$ cat src/sv/ccrc_pkg.sv
package ccrc_pkg;

  localparam int CrcW    = 16;
  localparam int ByteW   = 8;
  localparam int CfgIdxW = 2;

  // Configuration register indexes
  typedef enum logic [CfgIdxW-1:0] {
    CFG_WIDTH_MODE = 2'd0,
    CFG_POLYNOMIAL = 2'd1,
    CFG_INIT_VALUE = 2'd2
  } cfg_index_t;

  localparam logic [CrcW-1:0] MASK_16      = 16'hFFFF;
  localparam logic [CrcW-1:0] MASK_8       = 16'h00FF;
  localparam logic            RST_MODE     = 1'b1;
  localparam logic [CrcW-1:0] RST_POLY     = 16'h8810;
  localparam logic [CrcW-1:0] RST_INIT     = 16'hFFFF;
  localparam logic [CrcW-1:0] RST_CRC      = 16'hFFFF;

  // Control from the input stage to the CRC datapath
  typedef struct packed {
    logic step;
    logic first;
  } crc_ctrl_t;

  function automatic logic [CrcW-1:0] width_mask(input logic mode16);
    return mode16 ? MASK_16 : MASK_8;
  endfunction

  // Shift one byte into the CRC low end, MSB first (shift-register form, no zero bytes appended)
  function automatic logic [CrcW-1:0] crc_byte_update(
    input logic [CrcW-1:0]  crc_in,
    input logic [ByteW-1:0] data,
    input logic             mode16,
    input logic [CrcW-1:0]  poly
  );
    logic [CrcW-1:0] mask;
    logic [CrcW-1:0] pm;
    logic [CrcW-1:0] r;
    logic            was_top;
    mask = width_mask(mode16);
    pm   = poly & mask;
    r    = crc_in & mask;
    for (int i = ByteW - 1; i >= 0; i--) begin
      was_top = mode16 ? r[CrcW-1] : r[ByteW-1];
      r = {r[CrcW-2:0], data[i]} & mask;
      if (was_top) begin
        r = r ^ pm;
      end
    end
    return r;
  endfunction

endpackage

$ cat src/sv/ccrc_update.sv
module ccrc_update import ccrc_pkg::*; (
  input  logic             clk,
  input  logic             rst,
  input  crc_ctrl_t        ctrl,
  input  logic [ByteW-1:0] data,
  input  logic             width_mode,
  input  logic [CrcW-1:0]  polynomial,
  input  logic [CrcW-1:0]  init_value,
  output logic [CrcW-1:0]  crc_next
);

  logic [CrcW-1:0] crc;
  logic [CrcW-1:0] crc_start;

  // Pick the start value: init on a first byte, else the running CRC
  assign crc_start = ctrl.first ? (init_value & width_mask(width_mode)) : crc;
  assign crc_next  = crc_byte_update(crc_start, data, width_mode, polynomial);

  // Advance the running CRC once per processed byte
  always_ff @(posedge clk) begin
    if (rst) begin
      crc <= RST_CRC;
    end else if (ctrl.step) begin
      crc <= crc_next;
    end
  end

endmodule

$ cat config.mk
export PLATFORM = sky130hd
export DESIGN_NAME = ccrc_update
export DESIGN_NICKNAME = d
export VERILOG_FILES = /design/src/sv/ccrc_pkg.sv /design/src/sv/ccrc_update.sv
export SDC_FILE = /design/constraint.sdc
export NUM_CORES = 1
export LEC_CHECK = 0
export BUFFER_PORTS_ARGS = -buffer_cell sky130_fd_sc_hd__buf_4
export CORE_MARGIN = 2
export CORE_UTILIZATION = 55
export CTS_CLUSTER_SIZE = 40
export DETAILED_ROUTE_END_ITERATION = 10
export PLACE_DENSITY = 0.78
export SLEW_MARGIN = 15
export SYNTH_ARGS = -nofsm -noshare
export SYNTH_HDL_FRONTEND = slang
export SYNTH_SLANG_ARGS = --single-unit
export TNS_END_PERCENT = 1
$ cat constraint.sdc
create_clock -name clk -period 6.5 [get_ports clk]
set_clock_uncertainty 0.2 [all_clocks]
set_input_delay 0 -clock clk [delete_from_list [all_inputs] [get_ports clk]]
set_output_delay 0 -clock clk [all_outputs]
set_load 0.02 [all_outputs]
== Word level (Yosys, flattened, before mapping) ==
Cells that the tools add are included.

* Multiplexer cells: 18
* Bitwise logic cells: 19

{| class="wikitable"
|+ Operators with widths
! cell !! number
|-
| AND 16 bit || 11
|-
| 2-to-1 mux 16 bit || 10
|-
| XOR 16 bit || 8
|-
| 2-to-1 mux 1 bit || 8
|}

* Register bits after elaboration: 16
* Bits of input ports: 45
* Output and inout port bits: 16

== Longest topological paths before layout ==
* Depth in word-level cells: 28
* Mapped depth: 21
* Depth with buffers taken out: 15

== Worst setup path after synthesis ==
Ideal clock, no wire load.

* Path kind: flip-flop to flip-flop
* Start point: register crc[15]
* End point: register crc[3]
* Library setup time: 120 ps
* Arrival time: 4,437 ps
* Path slack: 1,744 ps
* Stages on the path, launching flop included: 19
* Path buffers: 3
* Path through: dfxtp_1 mux4_2 or2_4 inv_2 o221a_1 buf_4 o211ai_2 xnor3_1 o31a_1 or2_1 buf_4 and4_4 buf_6 o21a_1 o211a_1 or4b_4 nand4_1 xnor2_1 a211o_1

* Word-level cells in the longest chain between the ends: 24
* Elaborated cells between the ends (all ways): 32
* Those cells by class: 17 x mux; 15 x bitwise

{| class="wikitable"
|+ Ends and longest elaborated chain
! what !! line !! RTL
|-
| start: declaration || ccrc_update.sv:12 || <nowiki>logic [CrcW-1:0] crc;</nowiki>
|-
| start signal: assignment || ccrc_update.sv:24 || <nowiki>crc <= crc_next;</nowiki>
|-
| 2-to-1 mux 16 bit (*) || ccrc_update.sv:16 || <nowiki>assign crc_start = ctrl.first ? (init_value & width_mask(width_mode)) : crc;</nowiki>
|-
| AND 16 bit (*) || ccrc_pkg.sv:44 || <nowiki>r = crc_in & mask;</nowiki>
|-
| 2-to-1 mux 1 bit (*) || ccrc_pkg.sv:46 || <nowiki>was_top = mode16 ? r[CrcW-1] : r[ByteW-1];</nowiki>
|-
| 2-to-1 mux 16 bit (*) || ccrc_pkg.sv:48 || <nowiki>if (was_top) begin</nowiki>
|-
| AND 16 bit || ccrc_pkg.sv:47 || <nowiki>r = {r[CrcW-2:0], data[i]} & mask;</nowiki>
|-
| XOR 16 bit || ccrc_pkg.sv:49 || <nowiki>r = r ^ pm;</nowiki>
|-
| 2-to-1 mux 16 bit (*) || ccrc_pkg.sv:48 ||
|-
| AND 16 bit || ccrc_pkg.sv:47 ||
|-
| (+9 left out) || - ||
|-
| 2-to-1 mux 16 bit (*) || ccrc_pkg.sv:48 ||
|-
| AND 16 bit / 2-to-1 mux 16 bit (equally long branches) || ccrc_pkg.sv:47, ccrc_pkg.sv:48 ||
|-
| XOR 16 bit (tied with other cells) || ccrc_pkg.sv:49 ||
|-
| 2-to-1 mux 16 bit (*) || ccrc_pkg.sv:48 ||
|-
| AND 16 bit / 2-to-1 mux 16 bit (equally long branches) || ccrc_pkg.sv:47, ccrc_pkg.sv:48 ||
|-
| XOR 16 bit / 2-to-1 mux 1 bit (equally long branches) || ccrc_pkg.sv:49, ccrc_pkg.sv:46 ||
|-
| 2-to-1 mux 16 bit (*) || ccrc_pkg.sv:48 ||
|-
| via crc_next[3] || ccrc_update.sv:9 || <nowiki>output logic [CrcW-1:0] crc_next</nowiki>
|}

Mark *: on every way through the listed nets, which the timed path passes. The rest lies on a longest branch.
A chain may end at the register's enable or synchronous reset.

== Final worst setup path ==
* Start point: register crc[15]
* End point: output crc_next[15]

* Word-level cells in the longest chain between the ends: 25
* Elaborated cells between the ends (all ways): 32
* Those cells by class: 17 x mux; 15 x bitwise

{| class="wikitable"
|+ Ends and longest elaborated chain
! what !! line
|-
| 2-to-1 mux 16 bit (*) || ccrc_update.sv:16
|-
| AND 16 bit (*) || ccrc_pkg.sv:44
|-
| 2-to-1 mux 1 bit (*) || ccrc_pkg.sv:46
|-
| 2-to-1 mux 16 bit (*) || ccrc_pkg.sv:48
|-
| AND 16 bit || ccrc_pkg.sv:47
|-
| XOR 16 bit || ccrc_pkg.sv:49
|-
| 2-to-1 mux 16 bit (*) || ccrc_pkg.sv:48
|-
| AND 16 bit || ccrc_pkg.sv:47
|-
| (+9 left out) || -
|-
| XOR 16 bit || ccrc_pkg.sv:49
|-
| 2-to-1 mux 16 bit (*) || ccrc_pkg.sv:48
|-
| AND 16 bit || ccrc_pkg.sv:47
|-
| XOR 16 bit || ccrc_pkg.sv:49
|-
| 2-to-1 mux 16 bit (*) || ccrc_pkg.sv:48
|-
| AND 16 bit || ccrc_pkg.sv:47
|-
| XOR 16 bit || ccrc_pkg.sv:49
|-
| 2-to-1 mux 16 bit (*) || ccrc_pkg.sv:48
|-
| end: declaration || ccrc_update.sv:9
|}

Every way passes the cells marked *; elsewhere a longest branch is shown, timed or not.

==> results by group <==
Synth
  – Area share of fa/ha/maj cells after synthesis: 0%
  – Synthesized area: 0.00390 sq mm
  – Yosys reg bits: 16
  – Netlist cell types: 84
  – Post-Syn Instances: 526
  – Syn avg cell area: approximately 7.4 sq um
  – Post-synth EDFFs: 0
  – Simple-gate portion of the synthesized area: 32.1%
  – Synth async-reset ratio: 0%
  – Sequential fraction of the synthesis area: 8.21%
  – Compound-Gate Fraction of Synth Area: between 10% and 20%
  – Synth Flop Type: dfxtp_1
  – Post-synthesis mux area share: 6.99%
  – Largest family of logic cells by synthesized area: simple AND/OR/NAND/NOR gates
  – Post-synth net total: 571
  – Total number of yosys warnings: 0
  – XOR/XNOR share of the synthesized area: 27.0%

Power and ir drop
  – Switching pwr: 1.46 mW
  – Pwr Density: 634 mW/mm^2
  – Switching share of power: 52.7%
  – Clock power share: under 10%
  – Max IR drop VDD: 0.621 mV
  – Internal power: about 1.3 mW
  – Sequential power share: a little under 6%
  – Power Total: 2.78 mW
  – Logic pwr share: about nine tenths
  – Leakage dissipation: about 1.7 nW

Floorplan
  – Die H: roughly 90 microns
  – Ports: 61
  – Die Wd: between 80 and 90 microns
  – Core area: 0.00683 sq mm
  – Initial core utilization: 57.1%
  – Cell Rows: 30
  – DIE AREA: 0.00779 sq mm

Placed design
  – Cell total after placement: 644
  – Port Buffers: 60
  – Routability Congestion: roughly 0.96
  – Detail Placement HPWL: 8710 microns
  – Pre-CTS WS: 878 ps

Global routing
  – Gr ovfl total: 0
  – Initial antenna violation count: 0
  – Global-route wire length before repair: 18400 microns
  – Pin count of the biggest net entering global routing: a little over 40
  – Tot GR Track Use: 29.8%
  – Number of global-route vias before repair: 3648

Route
  – Starting DRT DRC Count: 367
  – DR WL/cell: 17.7 microns
  – Antenna Violating Nets Remaining: 0
  – Wirelength, routed: 11500 microns
  – Drt drc: 0
  – Via count: slightly above 4k
  – Post-DR vias/cell: 6.21
  – First-pass detailed-route iteration total: 5

Cells and area
  – Post-layout nets: 600
  – Max reg flops: 16
  – Top reg by flops: crc
  – Layout Cells excl Fill: 650
  – Reg area: 320 sq um
  – N_diodes: 0
  – Most frequent cells in the layout: xnor2_1, nand2_1, buf_4
  – Area Overhead vs Synth: 12.2%
  – Multi-input gate area: 0.00334 sq mm
  – Most common cell after layout, fill and taps aside: xnor2_1
  – Share of cells above drive strength 1: ~20%
  – Biggest regs: crc: 16 flops
  – Util after Layout: around 64%
  – # fillers: around 630

Clock tree
  – Root buf cell: clkbuf_8
  – Worst-Skew Late Latency: between 200 and 300 ps
  – CTS tree: built
  – Total CTS buffers: 3
  – CTS sink count: 16
  – Largest buffer count on any clock path: 2
  – # resized after CTS: 0
  – Clock-pin slew on the worst setup and hold paths: roughly 70 ps
  – Htree depth: 1

Worst setup path
  – Critical Path Slowest Stage Cell: mux4_2
  – Crit-path max cell delay: 630 ps
  – CP Max Fanout: 14
  – CP Launch Type: flop
  – Data arrival, critical path: 5670 ps
  – Worst Setup Path Type: reg -> out
  – Crit. End Element: output port
  – Crit-path cells: mux4_2 -> or2_4 -> inv_2 -> o221a_1 -> o22ai_1 -> nand3_1 -> and3_1 -> mux2i_1 -> buf_4 -> and2_1 -> xnor3_1 -> or4b_1 -> o211ai_1 -> nand2_1 -> xnor2_1 -> and2_1 -> buf_4
  – Worst EP required: 6300 ps

Status
  – Status: completed

Timing
  – Slew Viols, Final: 0
  – FMAX: 170 MHz
  – Tcrit/Tclk final: 90.3%
  – Final setup fails: 0
  – Slew headroom: 52.0%
  – RSZ-0062 raised after global routing: no
  – Setup_tns: 0 ps
  – Final worst slack: 630 ps
  – Worst Max-Slew Pin Slew: 716 ps
  – Final Hold Fails: 0
  – Final period demand of the worst path: 5870 ps

Job
  – Max Cap Violations: 0

Min path
  – Min-Delay Path Class: in -> reg
==> stage by stage <==
step           area, sq um  hold WS, ps
2_1_floorplan         3900        -71.7
3_3_place_gp          4300          108
3_5_place_dp          4300          122
4_1_cts               4380         5.76
5_1_grt               4380         39.8
6_report              4380         6.25
==> logic make-up after synthesis <==
| logic type | Yosys count |
|---|---|
| simple gates | 233 |
| xor+xnor | 113 |
| compound gates | 89 |
| buf+inv | 52 |
| mux | 23 |
| flops | 16 |
==> synth_stat cells (10+ instances only) <==
library cell | count | area [sq um]
nor3_1 | 10 | 50.1
xnor2_1 | 91 | 797
and2_1 | 13 | 81.3
mux2i_1 | 16 | 160
xor2_1 | 17 | 149
nor2b_1 | 14 | 87.6
nand3_1 | 33 | 165
nand2_1 | 90 | 338
nor2_1 | 19 | 71.3
clkbuf_1 | 29 | 109
dfxtp_1 | 16 | 320
==> what timing repair did <==
item | CTS | global route
hold buffers | 2 | 0
endpoints found under the hold margin | 12 | 0
buffers inserted | 0 | 0
==> power by group through the flow <==
| stage | logic (mW) | registers (mW) | clock network (mW) |
|---|---|---|---|
| after floorplan | 1.90 | 0.155 | 0 |
| after global placement | 2.45 | 0.163 | 0 |
| after detailed placement | 2.49 | 0.165 | 0 |
| after CTS | 2.51 | 0.163 | 0.0907 |
| after global routing | 2.71 | 0.167 | 0.0937 |
| final | 2.52 | 0.164 | 0.0901 |
==> worst paths after layout <==
kind	slack (ps)	startpoint	depth (start not counted)	end
hold reg to reg	350	crc[0]	2	crc[0]
setup reg to reg	770	crc[15]	16	crc[12]
hold / removal	6	polynomial[0]	3	crc[0]
setup / recovery	630	crc[15]	17	crc_next[15]
==> cell type report <==
cell class | count | share of cell area, %
Clock buffer | 4 | 1.26
Inverter | 8 | 0.686
Multi-Input combinational cell | 458 | 76.2
Sequential cell | 16 | 7.32
Tap cell | 96 | 2.74
Timing Repair Buffer | 68 | 11.8
==> layer usage <==
layer  routed length, microns  vias to the layer above  GRT usage [%]  share of wire (%)
met1                     4790                     1885           40.4                 42
li1                         -                     1928              -                  -
met4                      160                        0           5.92                1.4
met5                        0                        -              0                  0
met3                      995                       13           2.61                8.6
met2                     5590                      212           51.8                 48
==> worst max-delay path: cells and delay by family (launching register included) <==
family | cells | cell delay [ps]
buf+inv | 3 | 460
xor+xnor | 2 | 740
flops | 1 | 340
simple gates | 7 | 2070
compound gates | 3 | 970
mux | 2 | 830
Power figures use the tool's default switching activity.
